## src/rtl/spig_pkg.sv

```systemverilog
//------------------------------------------------------------------------------
// spig_pkg
// shared types and constants for the subtriangle point index generator
//------------------------------------------------------------------------------
package spig_pkg;

    localparam int ORDER_MAX_DEF = 16;
    localparam int ORD_W = 5;
    localparam int IDX_W = 8;
    localparam int PADDR_W = 3;

    // register byte addresses
    localparam logic [PADDR_W-1:0] ADDR_ORDER = 3'd0;
    localparam logic [PADDR_W-1:0] ADDR_SEVEN = 3'd4;

    typedef enum logic [2:0] {
        ST_IDLE,
        ST_SETUP,
        ST_LAT,
        ST_PNT,
        ST_EMIT,
        ST_WAIT
    } t_state;

    // controller to datapath
    typedef struct packed {
        logic load;
        logic setup;
        logic lat_step;
        logic pnt_start;
        logic pnt_step;
        logic emit;
    } t_cmd;

    // datapath to controller
    typedef struct packed {
        logic lat_done;
        logic pnt_done;
        logic direct;
        logic last;
    } t_sts;

endpackage

```

## src/rtl/spig_ctrl.sv

```systemverilog
//------------------------------------------------------------------------------
// spig_ctrl
// sequencing state machine for one subtriangle item
//------------------------------------------------------------------------------
module spig_ctrl (
    input  logic            i_clk,
    input  logic            i_rst_n,
    input  logic            i_in_fire,
    input  logic            i_out_free,
    input  spig_pkg::t_sts  i_sts,
    output logic            o_busy,
    output spig_pkg::t_cmd  o_cmd
);
    import spig_pkg::*;

    t_state r_state, n_state;

    // state register
    always_ff @(posedge i_clk) begin
        if (!i_rst_n) begin
            r_state <= ST_IDLE;
        end else begin
            r_state <= n_state;
        end
    end

    // next state
    always_comb begin
        n_state = r_state;
        case (r_state)
            ST_IDLE:  if (i_in_fire) n_state = ST_SETUP;
            ST_SETUP: n_state = i_sts.direct ? ST_PNT : ST_LAT;
            ST_LAT:   if (i_sts.lat_done) n_state = ST_PNT;
            ST_PNT:   if (i_sts.pnt_done) n_state = ST_EMIT;
            ST_EMIT:  if (i_out_free) n_state = i_sts.last ? ST_IDLE : ST_WAIT;
            ST_WAIT:  n_state = ST_PNT;
            default:  n_state = ST_IDLE;
        endcase
    end

    // outputs
    always_comb begin
        o_cmd = '0;
        o_busy = (r_state != ST_IDLE);
        case (r_state)
            ST_IDLE:  o_cmd.load = i_in_fire;
            ST_SETUP: o_cmd.setup = 1'b1;
            ST_LAT:   o_cmd.lat_step = 1'b1;
            ST_PNT:   o_cmd.pnt_step = 1'b1;
            ST_EMIT:  o_cmd.emit = i_out_free;
            ST_WAIT:  o_cmd.pnt_start = 1'b1;
            default:  o_cmd = '0;
        endcase
    end

    // a load only happens from idle
    a_load_idle: assert property (@(posedge i_clk) disable iff (!i_rst_n)
        o_cmd.load |-> r_state == ST_IDLE) else $error("load while busy");
    a_setup_after_load: assert property (@(posedge i_clk) disable iff (!i_rst_n)
        o_cmd.load |=> r_state == ST_SETUP) else $error("no setup after load");
    a_emit_free: assert property (@(posedge i_clk) disable iff (!i_rst_n)
        o_cmd.emit |-> i_out_free) else $error("emit into full output");

endmodule

```

## src/rtl/spig_dp.sv

```systemverilog
//------------------------------------------------------------------------------
// spig_dp
// lattice and point index datapath, one shell step per cycle
//------------------------------------------------------------------------------
module spig_dp #(
    parameter int ORDER_MAX = spig_pkg::ORDER_MAX_DEF
) (
    input  logic                        i_clk,
    input  logic                        i_rst_n,
    input  spig_pkg::t_cmd              i_cmd,
    input  logic [spig_pkg::IDX_W-1:0]  i_sub_index,
    input  logic [spig_pkg::ORD_W-1:0]  i_order,
    input  logic                        i_seven,
    output spig_pkg::t_sts              o_sts,
    output logic [1:0]                  o_slot,
    output logic [7:0]                  o_pidx,
    output logic [4:0]                  o_ba,
    output logic [4:0]                  o_bb,
    output logic [4:0]                  o_bc,
    output logic                        o_last,
    output logic                        o_oor
);
    import spig_pkg::*;

    localparam int W = 12;
    typedef logic signed [W-1:0] t_v;

    // captured item and configuration
    logic [IDX_W-1:0] r_s;
    t_v   r_ord;
    logic r_seven, r_oor;
    // lattice walk
    t_v   r_li, r_lo_ord, r_lhi, r_llo;
    logic r_inv;
    // corner triples
    t_v   r_c [3][3];
    logic [1:0] r_k;
    // point walk
    t_v   r_pn, r_phi, r_plo, r_pord, r_pmin;

    t_v   ord_eff, up, cnt, s_v;
    logic inv_now, oor_now, direct;
    t_v   c_init [3][3];

    always_comb begin
        if (i_order == '0) ord_eff = t_v'(1);
        else if (int'(i_order) > ORDER_MAX) ord_eff = t_v'(ORDER_MAX);
        else ord_eff = t_v'(i_order);
    end
    assign up = t_v'((r_ord * (r_ord + t_v'(1))) >>> 1);

    // item classification from the captured item
    assign s_v = t_v'(r_s);
    assign cnt = r_seven ? t_v'(6) : t_v'(r_ord * r_ord);
    assign inv_now = s_v >= up;
    assign oor_now = s_v >= cnt;
    // fixed corner cases bypass the lattice walk
    assign direct = r_seven || oor_now || (r_ord == t_v'(1))
                    || (r_ord == t_v'(2) && inv_now);

    // corner triples loaded at setup
    always_comb begin
        for (int i = 0; i < 3; i++)
            for (int j = 0; j < 3; j++) c_init[i][j] = '0;
        if (r_ord == t_v'(1)) begin
            c_init[0][2] = t_v'(1); c_init[1][0] = t_v'(1); c_init[2][1] = t_v'(1);
        end else if (r_ord == t_v'(2) && inv_now) begin
            c_init[0][0] = t_v'(1); c_init[0][1] = t_v'(1); c_init[1][1] = t_v'(1);
            c_init[1][2] = t_v'(1); c_init[2][0] = t_v'(1); c_init[2][2] = t_v'(1);
        end
    end

    // lattice walk step condition
    logic lat_go;
    assign lat_go = (r_li != 0) && (r_lo_ord > 0) && (r_li >= t_v'(3) * r_lo_ord);

    // final lattice triple from walked state
    t_v run, idx3, off, b0, b1, b2;
    logic [1:0] side;
    always_comb begin
        run = (r_lo_ord - t_v'(1) < t_v'(1)) ? t_v'(1) : r_lo_ord - t_v'(1);
        idx3 = r_li - t_v'(3);
        // side by compare, at most two subtractions
        if (idx3 >= t_v'(2) * run) side = 2'd2;
        else if (idx3 >= run) side = 2'd1;
        else side = 2'd0;
        off = idx3 - t_v'(side) * run;
        b0 = r_llo; b1 = r_llo; b2 = r_llo;
        if (r_li < 3) begin
            case (r_li[1:0])
                2'd0: b2 = r_lhi;
                2'd1: b0 = r_lhi;
                default: b1 = r_lhi;
            endcase
        end else begin
            case (side)
                2'd0: begin
                    b0 = r_llo + t_v'(1) + off; b2 = r_lhi - t_v'(1) - off;
                end
                2'd1: begin
                    b1 = r_llo + t_v'(1) + off; b0 = r_lhi - t_v'(1) - off;
                end
                default: begin
                    b2 = r_llo + t_v'(1) + off; b1 = r_lhi - t_v'(1) - off;
                end
            endcase
        end
    end

    // point walk
    t_v ca, cb, cc, pidx, span;
    logic pnt_go;
    always_comb begin
        ca = r_c[r_k][0]; cb = r_c[r_k][1]; cc = r_c[r_k][2];
        pnt_go = (r_pmin > r_plo) && (r_pord > 0);
        span = r_phi - r_plo - t_v'(1);
        if (cc == r_phi) pidx = r_pn;
        else if (ca == r_phi) pidx = r_pn + t_v'(1);
        else if (cb == r_phi) pidx = r_pn + t_v'(2);
        else if (cb == r_plo) pidx = r_pn + t_v'(3) + ca - (r_plo + t_v'(1));
        else if (cc == r_plo) pidx = r_pn + t_v'(3) + span + cb - (r_plo + t_v'(1));
        else pidx = r_pn + t_v'(3) + span + span + cc - (r_plo + t_v'(1));
    end

    // status to the controller
    always_comb begin
        o_sts = '0;
        o_sts.lat_done = !lat_go;
        o_sts.pnt_done = !pnt_go;
        o_sts.direct = direct;
        o_sts.last = r_oor || (r_k == 2'd2);
    end

    t_v m01;
    assign m01 = (r_c[r_k][0] < r_c[r_k][1]) ? r_c[r_k][0] : r_c[r_k][1];

    always_ff @(posedge i_clk) begin
        if (i_cmd.load) begin
            r_s <= i_sub_index;
            r_ord <= ord_eff;
            r_seven <= i_seven;
        end
        if (i_cmd.setup) begin
            r_oor <= oor_now;
            r_inv <= inv_now;
            r_li <= inv_now ? s_v - up : s_v;
            r_lo_ord <= inv_now ? r_ord - t_v'(2) : r_ord - t_v'(1);
            r_lhi <= inv_now ? r_ord - t_v'(2) : r_ord - t_v'(1);
            r_llo <= '0;
            r_k <= '0;
            for (int i = 0; i < 3; i++)
                for (int j = 0; j < 3; j++) r_c[i][j] <= c_init[i][j];
        end
        if (i_cmd.lat_step) begin
            if (lat_go) begin
                r_li <= r_li - t_v'(3) * r_lo_ord;
                r_lhi <= r_lhi - t_v'(2);
                r_llo <= r_llo + t_v'(1);
                r_lo_ord <= r_lo_ord - t_v'(3);
            end else if (!r_inv) begin
                r_c[0][0] <= b0; r_c[0][1] <= b1; r_c[0][2] <= b2 + t_v'(1);
                r_c[1][0] <= b0 + t_v'(1); r_c[1][1] <= b1; r_c[1][2] <= b2;
                r_c[2][0] <= b0; r_c[2][1] <= b1 + t_v'(1); r_c[2][2] <= b2;
            end else begin
                r_c[1][0] <= b0; r_c[1][1] <= b1 + t_v'(1); r_c[1][2] <= b2 + t_v'(1);
                r_c[2][0] <= b0 + t_v'(1); r_c[2][1] <= b1; r_c[2][2] <= b2 + t_v'(1);
                r_c[0][0] <= b0 + t_v'(1); r_c[0][1] <= b1 + t_v'(1); r_c[0][2] <= b2;
            end
        end
        if (i_cmd.setup || i_cmd.pnt_start || (i_cmd.lat_step && !lat_go)) begin
            r_pn <= '0; r_phi <= r_ord; r_plo <= '0; r_pord <= r_ord;
            r_pmin <= t_v'(127);
        end
        if (i_cmd.pnt_step) begin
            if (r_pmin == t_v'(127)) begin
                r_pmin <= (m01 < r_c[r_k][2]) ? m01 : r_c[r_k][2];
            end else if (pnt_go) begin
                r_pn <= r_pn + t_v'(3) * r_pord;
                r_phi <= r_phi - t_v'(2);
                r_plo <= r_plo + t_v'(1);
                r_pord <= r_pord - t_v'(3);
            end
        end
        if (i_cmd.emit) begin
            o_slot <= r_k;
            o_last <= r_oor || r_k == 2'd2;
            o_oor <= r_oor;
            if (r_oor) begin
                o_pidx <= '0; o_ba <= '0; o_bb <= '0; o_bc <= '0;
            end else if (r_seven) begin
                o_ba <= '0; o_bb <= '0; o_bc <= '0;
                case (r_k)
                    2'd0: o_pidx <= r_s;
                    2'd1: o_pidx <= (r_s < 3) ? r_s + 8'd3
                                   : ((r_s == 8'd5) ? 8'd0 : r_s - 8'd2);
                    default: o_pidx <= 8'd6;
                endcase
            end else begin
                o_pidx <= pidx[7:0];
                o_ba <= ca[4:0]; o_bb <= cb[4:0]; o_bc <= cc[4:0];
            end
            r_k <= r_k + 2'd1;
        end
    end

    a_k_range: assert property (@(posedge i_clk) disable iff (!i_rst_n)
        i_cmd.emit |-> r_k != 2'd3) else $error("corner overrun");
    a_oor_single: assert property (@(posedge i_clk) disable iff (!i_rst_n)
        (i_cmd.emit && r_oor) |-> r_k == 2'd0) else $error("oor not first");
    a_walk_ord: assert property (@(posedge i_clk) disable iff (!i_rst_n)
        i_cmd.lat_step |-> r_llo <= t_v'(ORDER_MAX)) else $error("walk overrun");

endmodule

```

## src/rtl/subtriangle_point_index_gen.sv

```systemverilog
//------------------------------------------------------------------------------
// subtriangle_point_index_gen
// corner point indices of one subtriangle of a higher-order triangle
//------------------------------------------------------------------------------
// One item at a time: an accepted sub_index gives three corner transfers (or
// one flagged transfer when out of range), and s_axis_tready stays low until
// the last of them is loaded into the output register. After the accepting
// cycle the controller passes through a setup state, then walks the lattice of
// the upright or inverted cell one shell per cycle (out-of-range items, order
// one, the inverted order-two cell and seven-point mode skip this walk), then
// for each corner walks the point shells and loads the output register, with a
// wait state between corners. The output register is loaded only while it is
// empty or being taken by the receiver, so a held output stalls the item.
module subtriangle_point_index_gen #(
    parameter int ORDER_MAX = spig_pkg::ORDER_MAX_DEF
) (
    input  logic        i_clk,
    input  logic        i_rst_n,
    input  logic        psel,
    input  logic        penable,
    input  logic        pwrite,
    input  logic [spig_pkg::PADDR_W-1:0] paddr,
    input  logic [31:0] pwdata,
    output logic [31:0] prdata,
    output logic        pready,
    input  logic        s_axis_tvalid,
    output logic        s_axis_tready,
    input  logic [7:0]  s_axis_tdata,   // sub_index
    output logic        m_axis_tvalid,
    input  logic        m_axis_tready,
    // corner_slot[1:0], point_index[9:2], bary_a[14:10], bary_b[19:15],
    // bary_c[24:20], zero pad
    output logic [31:0] m_axis_tdata,
    output logic        m_axis_tlast,   // last_corner
    output logic        m_axis_tuser    // out_of_range
);
    import spig_pkg::*;

    logic [ORD_W-1:0] r_order;
    logic r_seven, r_ovalid, busy, in_fire, out_free;
    t_cmd cmd;
    t_sts sts;
    logic [1:0] slot;
    logic [7:0] pidx;
    logic [4:0] ba, bb, bc;
    logic last, oor;

    // configuration registers
    assign pready = 1'b1;
    always_ff @(posedge i_clk) begin
        if (!i_rst_n) begin
            r_order <= ORD_W'(1);
            r_seven <= 1'b0;
        end else if (psel && penable && pwrite) begin
            if (paddr == ADDR_ORDER) r_order <= pwdata[ORD_W-1:0];
            if (paddr == ADDR_SEVEN) r_seven <= pwdata[0];
        end
    end
    always_comb begin
        prdata = '0;
        if (paddr == ADDR_ORDER) prdata = 32'(r_order);
        else if (paddr == ADDR_SEVEN) prdata = 32'(r_seven);
    end

    assign s_axis_tready = i_rst_n && !busy;
    assign in_fire = s_axis_tvalid && s_axis_tready;
    assign out_free = !r_ovalid || m_axis_tready;

    spig_ctrl u_ctrl (
        .i_clk(i_clk), .i_rst_n(i_rst_n), .i_in_fire(in_fire),
        .i_out_free(out_free), .i_sts(sts), .o_busy(busy), .o_cmd(cmd)
    );

    spig_dp #(.ORDER_MAX(ORDER_MAX)) u_dp (
        .i_clk(i_clk), .i_rst_n(i_rst_n), .i_cmd(cmd), .i_sub_index(s_axis_tdata),
        .i_order(r_order), .i_seven(r_seven), .o_sts(sts),
        .o_slot(slot), .o_pidx(pidx), .o_ba(ba), .o_bb(bb), .o_bc(bc),
        .o_last(last), .o_oor(oor)
    );

    // output register valid
    always_ff @(posedge i_clk) begin
        if (!i_rst_n) r_ovalid <= 1'b0;
        else if (cmd.emit) r_ovalid <= 1'b1;
        else if (m_axis_tready) r_ovalid <= 1'b0;
    end

    assign m_axis_tvalid = r_ovalid;
    assign m_axis_tdata = {7'd0, bc, bb, ba, pidx, slot};
    assign m_axis_tlast = last;
    assign m_axis_tuser = oor;

endmodule
```

## config.mk

```make
export PLATFORM = sky130hd
export DESIGN_NAME = subtriangle_point_index_gen
export DESIGN_NICKNAME = d
export VERILOG_FILES = /design/src/rtl/spig_pkg.sv /design/src/rtl/spig_ctrl.sv /design/src/rtl/spig_dp.sv /design/src/rtl/subtriangle_point_index_gen.sv
export SDC_FILE = /design/constraint.sdc
export NUM_CORES = 1
export LEC_CHECK = 0
export BUFFER_PORTS_ARGS = -buffer_cell sky130_fd_sc_hd__buf_2
export CAP_MARGIN = 20
export CORE_MARGIN = 10
export CORE_UTILIZATION = 25
export CTS_CLUSTER_SIZE = 20
export DETAILED_ROUTE_END_ITERATION = 16
export PLACE_DENSITY = 0.39
export SKIP_CTS_REPAIR_TIMING = 1
export SLEW_MARGIN = 20
export SYNTH_ARGS = -nofsm -noshare
export SYNTH_HDL_FRONTEND = slang
export SYNTH_SLANG_ARGS = --single-unit
```

## constraint.sdc

```tcl
create_clock -name i_clk -period 22.7 [get_ports i_clk]
set_clock_uncertainty 0.05 [all_clocks]
set_input_delay 4.54 -clock i_clk [delete_from_list [all_inputs] [get_ports i_clk]]
set_output_delay 4.54 -clock i_clk [all_outputs]
set_load 0.01 [all_outputs]
```

# Word-level counts from Yosys, hierarchy flattened
# Memory sizes are Yosys's and may differ from the RTL's. A register that Yosys moved wholly into a read port is not among the register bits.
# Cells that the tools add are included.
# classes
n_lt_le_gt_ge	14
mul	5
n_reduce_logical	35
n_addsub	37
mux	114
bitwise	18
n_eq_ne	23
# op_table
operator	n
$mux W12	62
$add A12 B2 Y12 const B	6
$pmux W12 S2	3
$sub A12 B3 Y12 const B	6
$mux W8	8
$eq A12 B12 Y1	5
$add A8 B8 Y8	5
$ge A12 B12 Y1	3
$mux W36	1
$sub A12 B12 Y12	3
$sub A12 B2 Y12 const B	3
$reduce_bool A32 Y1	1
$sub A8 B8 Y8	4
$mux W13	2
$mux W25	1
$add A12 B12 Y12	2
$gt A12 B1 Y1 const B	2
$lt A12 B12 Y1	2
$mul A12 B12 Y12	2
$mul A3 B12 Y12 const A	2
$mux W24	1
$mux W1	23
$or A1 B1 Y1	18
$pmux W3 S6	1
39 further kinds	80
# totals
out_inout_bits	69
ramBits	108
elab_cells	274
regBits	170
memories	1
# mem_list
memory	words	word_bits	rd	rd_ports_with_merged_regs	wr	line	rtl
u_dp.r_c	3	36	1	1	3	spig_dp.sv:36	t_v r_c [3][3];

# Logic depth before layout (Yosys ltp)
# logic_depth
depth_word	14
depth_mapped	54
depth_no_buf	49

# Cells and area by module
# A second synthesis with hierarchy kept.
# hier_totals
hier_cells	3170
area_unflattened_um2	26611.8
# modules_own_cells
module	cells_per_inst	instances	area_per_inst_um2
spig_dp	3057	1	25664.6
subtriangle_point_index_gen	79	1	651.9
spig_ctrl	34	1	295.3

# Worst setup path after synthesis
# No wires, ideal clock.
# synth_path
path_type	register -> register
from	register u_dp.r_lo_ord[2]
to	memory u_dp.r_c[0][23] (netlist name) (data pin)
n_path_buf	6
t_arrival_ns	9.556
path_stages_with_launch	50
required_time_ns	22.384
path_slack_ns	12.828
setup_time_ns	0.266
cell_sequence	dfxtp_1 > inv_1 > ha_1 > clkbuf_1 > a21bo_2 > a221oi_1 > nand3_1 > nor2_1 > and3_1 > ha_1 > clkbuf_1 > nor2_1 > inv_1 > ha_1 > nand2b_1 > a21o_1 > a211oi_1 > o31ai_1 > [... 14 more ...] > nand2b_1 > a21o_1 > a21o_1 > a21o_1 > a21o_1 > a21o_1 > a21o_1 > xor2_1 > inv_1 > ha_1 > o41ai_1 > xor2_1 > xnor2_1 > mux2_2 > o221ai_1 > a221oi_2 > xnor2_1 > nor2_1
# synth_lines
item	line	rtl
start: declaration	spig_dp.sv:33	t_v r_li, r_lo_ord, r_lhi, r_llo;
start signal: assignment	spig_dp.sv:147	r_lo_ord <= inv_now ? r_ord - t_v'(2) : r_ord - t_v'(1);
start signal: assignment	spig_dp.sv:159	r_lo_ord <= r_lo_ord - t_v'(3);
end: declaration	spig_dp.sv:36	

==> metrics <==
Seq cells post-synth=245; sequential-to-total area share from yosys stat=0.241; Skew-Pair Late Insertion Delay=0.58 ns; vias in the first global route=20700; RSZ-0062 raised after global routing=no; worst r2r src=u_dp.r_lo_ord[2]$_DFF_P_; Hold Startpoint=u_dp.r_pord[11]$_DFF_P_; Residual DRC=0; CP endpoint kind=flip-flop; Initial DRT Pass Iterations=5; clock sink total=245; Synth Instances=3052; final core occ=0.282; Fillers=11000; clk root buf=clkbuf_16; Core ar.=0.102 mm^2; Multi-input gate area=0.0177 mm^2; Max Cap Violations=0; TritonCTS clock tree=done; Max Transition Viols Final=0; # setup viols final=0; Worst Setup Start Kind=flip-flop; first-pass GRT wire length=130 mm; Final nets=3493; die area=0.116 mm^2; setup TNS=0 ns; via count=20900; share of layout cells above drive strength 1=0.0791; RePlAce Congestion=0.824; Vias per Instance=4.69; routed wire length=84.6 mm; asr flop ratio synth=0; die width=341 um; critical path arrival=11.35 ns; normalized max-slew margin=0.247; GR Util All Layers=0.142; Hold Path Class=reg -> reg; # diodes=0; Synth cell types=101; Peak Freq=90.2 MHz; Req. time, crit path=22.96 ns; ANT nets after route=0; CP max-delay cell=a221oi_2; Post-synth EDFFs=131; largest net degree at the start of global routing=61; CTS Buffer Depth=3; Die Height=341 um; critical path's top delay family=compound AO/OA/AOI/OAI gates; CP Launch Point=u_dp.r_lo_ord[2]$_DFF_P_; # IOs=119; register area=0.00622 mm^2; Num CTS Buffers=36; Worst Max-Slew Pin Slew=1.13 ns; post-DP HPWL=65.3 mm; crit-path max cell delay=0.61 ns; Hold Vio Cnt, Final=0; top_reg_cell synth=edfxtp_1; Area Overhead vs Synth=11.8%; initial antenna violation count=1; Initial Utilization=0.252; Std-Cell Rows=117; grt total ovfl=0; wire length per cell=19.0 um; run status=completed; H-tree levels=2; synth warn=0; WS Path Type=reg -> reg; Iter 0 DRT Violations=1250; final worst path period share=0.489; clk slew on worst S/H paths=0.07 ns; critical path fanouts, max=17; Buffers on Ports=56; cell area after synthesis=0.0257 mm^2; Final min period=11.09 ns; Bufs and invs on worst path=5; average size of a mapped cell=8.44 um^2
[path summary, 6_finish.rpt]
| kind | end | slack (ns) | depth (start not counted) |
|---|---|---|---|
| min reg2reg | u_dp.r_pord[11]$_DFF_P_ | 0.40 | 2 |
| max | u_dp.r_c[0][23]$_SDFFCE_PP0P_ | 11.61 | 45 |
| min | u_dp.r_pord[11]$_DFF_P_ | 0.40 | 2 |
| max reg2reg | u_dp.r_c[0][23]$_SDFFCE_PP0P_ | 11.61 | 45 |
[tightest hold or removal path: cells and delay by family, from the launching register on]
kind | cells | cell delay [ns]
flip-flops | 1 | 0.32
AND/OR/NAND/NOR | 1 | 0.05
AO/OA/AOI/OAI | 1 | 0.05
[registers in the layout, summed over array words and instances, names as in the netlist, 3 cells and up, named ones only]
name / count
r_order: 5
u_dp.o_pidx: 8
u_dp.r_li: 12
u_dp.o_bb: 5
u_dp.r_plo: 12
u_ctrl.r_state: 3
u_dp.r_phi: 12
u_dp.r_llo: 12
u_dp.r_pn: 8
u_dp.o_ba: 5
u_dp.r_pmin: 12
u_dp.r_c: 84
u_dp.r_lhi: 12
u_dp.r_lo_ord: 12
u_dp.r_pord: 12
u_dp.r_ord: 5
u_dp.o_bc: 5
u_dp.r_s: 8
[cell type report]
cell class	instances	share of cell area
Clock buffer	44	0.0330
Clock inverter	22	0.0109
Inverter	317	0.0413
Multi-Input combinational cell	2355	0.615
Sequential cell	245	0.216
Tap cell	1368	0.0595
Timing Repair Buffer	113	0.0245
[synth_stat cells (all sizes together), types with 7 or more instances]
| master | number | area [um^2] |
|---|---|---|
| inv | 314 | 1180 |
| ha | 306 | 3830 |
| nor2 | 259 | 975 |
| nand2 | 231 | 867 |
| xnor2 | 196 | 1720 |
| a21oi | 185 | 948 |
| o21ai | 151 | 763 |
| edfxtp | 131 | 3930 |
| dfxtp | 114 | 2280 |
| clkbuf | 104 | 390 |
| mux2i | 98 | 981 |
| xor2 | 72 | 631 |
| fa | 69 | 1380 |
| buf | 64 | 423 |
| nand3 | 64 | 325 |
| nor3 | 60 | 310 |
| a21o | 54 | 405 |
| nand2b | 40 | 250 |
| and2 | 36 | 225 |
| o211ai | 33 | 253 |
| a211oi | 32 | 240 |
| nor2b | 30 | 188 |
| o31ai | 29 | 218 |
| nor4 | 27 | 200 |
| nand4 | 26 | 163 |
| o21bai | 26 | 195 |
| or3 | 25 | 161 |
| and3 | 24 | 150 |
| o21a | 22 | 165 |
| a31oi | 20 | 131 |
| o22ai | 19 | 119 |
| mux2 | 16 | 180 |
| or2 | 16 | 100 |
| a221oi | 14 | 135 |
| o311ai | 12 | 105 |
| a21boi | 11 | 82.6 |
| a22o | 8 | 70.1 |
| a311oi | 8 | 70.1 |
| nand4b | 8 | 91.3 |
| a2bb2oi | 7 | 61.3 |
| or4 | 7 | 52.6 |
[kinds of logic after synthesis]
logic type,synth area share
AND/OR/NAND/NOR,0.166
flip-flops,0.241
other,0.000292
AO/OA/AOI/OAI,0.174
multiplexers,0.0451
buffers and inverters,0.0778
adder cells (fa/ha/maj),0.202
XOR/XNOR,0.0939
[metal layers]
| layer | GRT usage | part of all wire |
|---|---|---|
| met1 | 0.192 | 0.48 |
| met2 | 0.238 | 0.47 |
| met3 | 0.0153 | 0.032 |
| met4 | 0.0348 | 0.019 |
| met5 | 0 | 0 |
[layout by cell type, fill, tap and decap left out, drive strengths merged, types with 98 or more instances in the layout]
cell,netlist,layout
o21ai,151,151
xnor2,196,196
a21oi,185,185
ha,306,306
nor2,259,259
mux2i,98,98
inv,314,318
nand2,231,231
edfxtp,131,131
dfxtp,114,114
buf,64,113
[through the flow]
step,setup slack [ns],hold WS [ns],std cells,area [um^2]
after detailed placement,11.68,0.386,4397,27500
after global placement,11.23,0.403,4396,27500
after floorplan,12.83,0.361,3085,25900
final,11.61,0.399,4464,28800
after global routing,10.88,0.423,4464,28800
after CTS,11.64,0.401,4463,28800
Power is left out: the tool's default activity adds up to more than one toggle a clock period on the data nets, which glitch-free logic cannot reach.
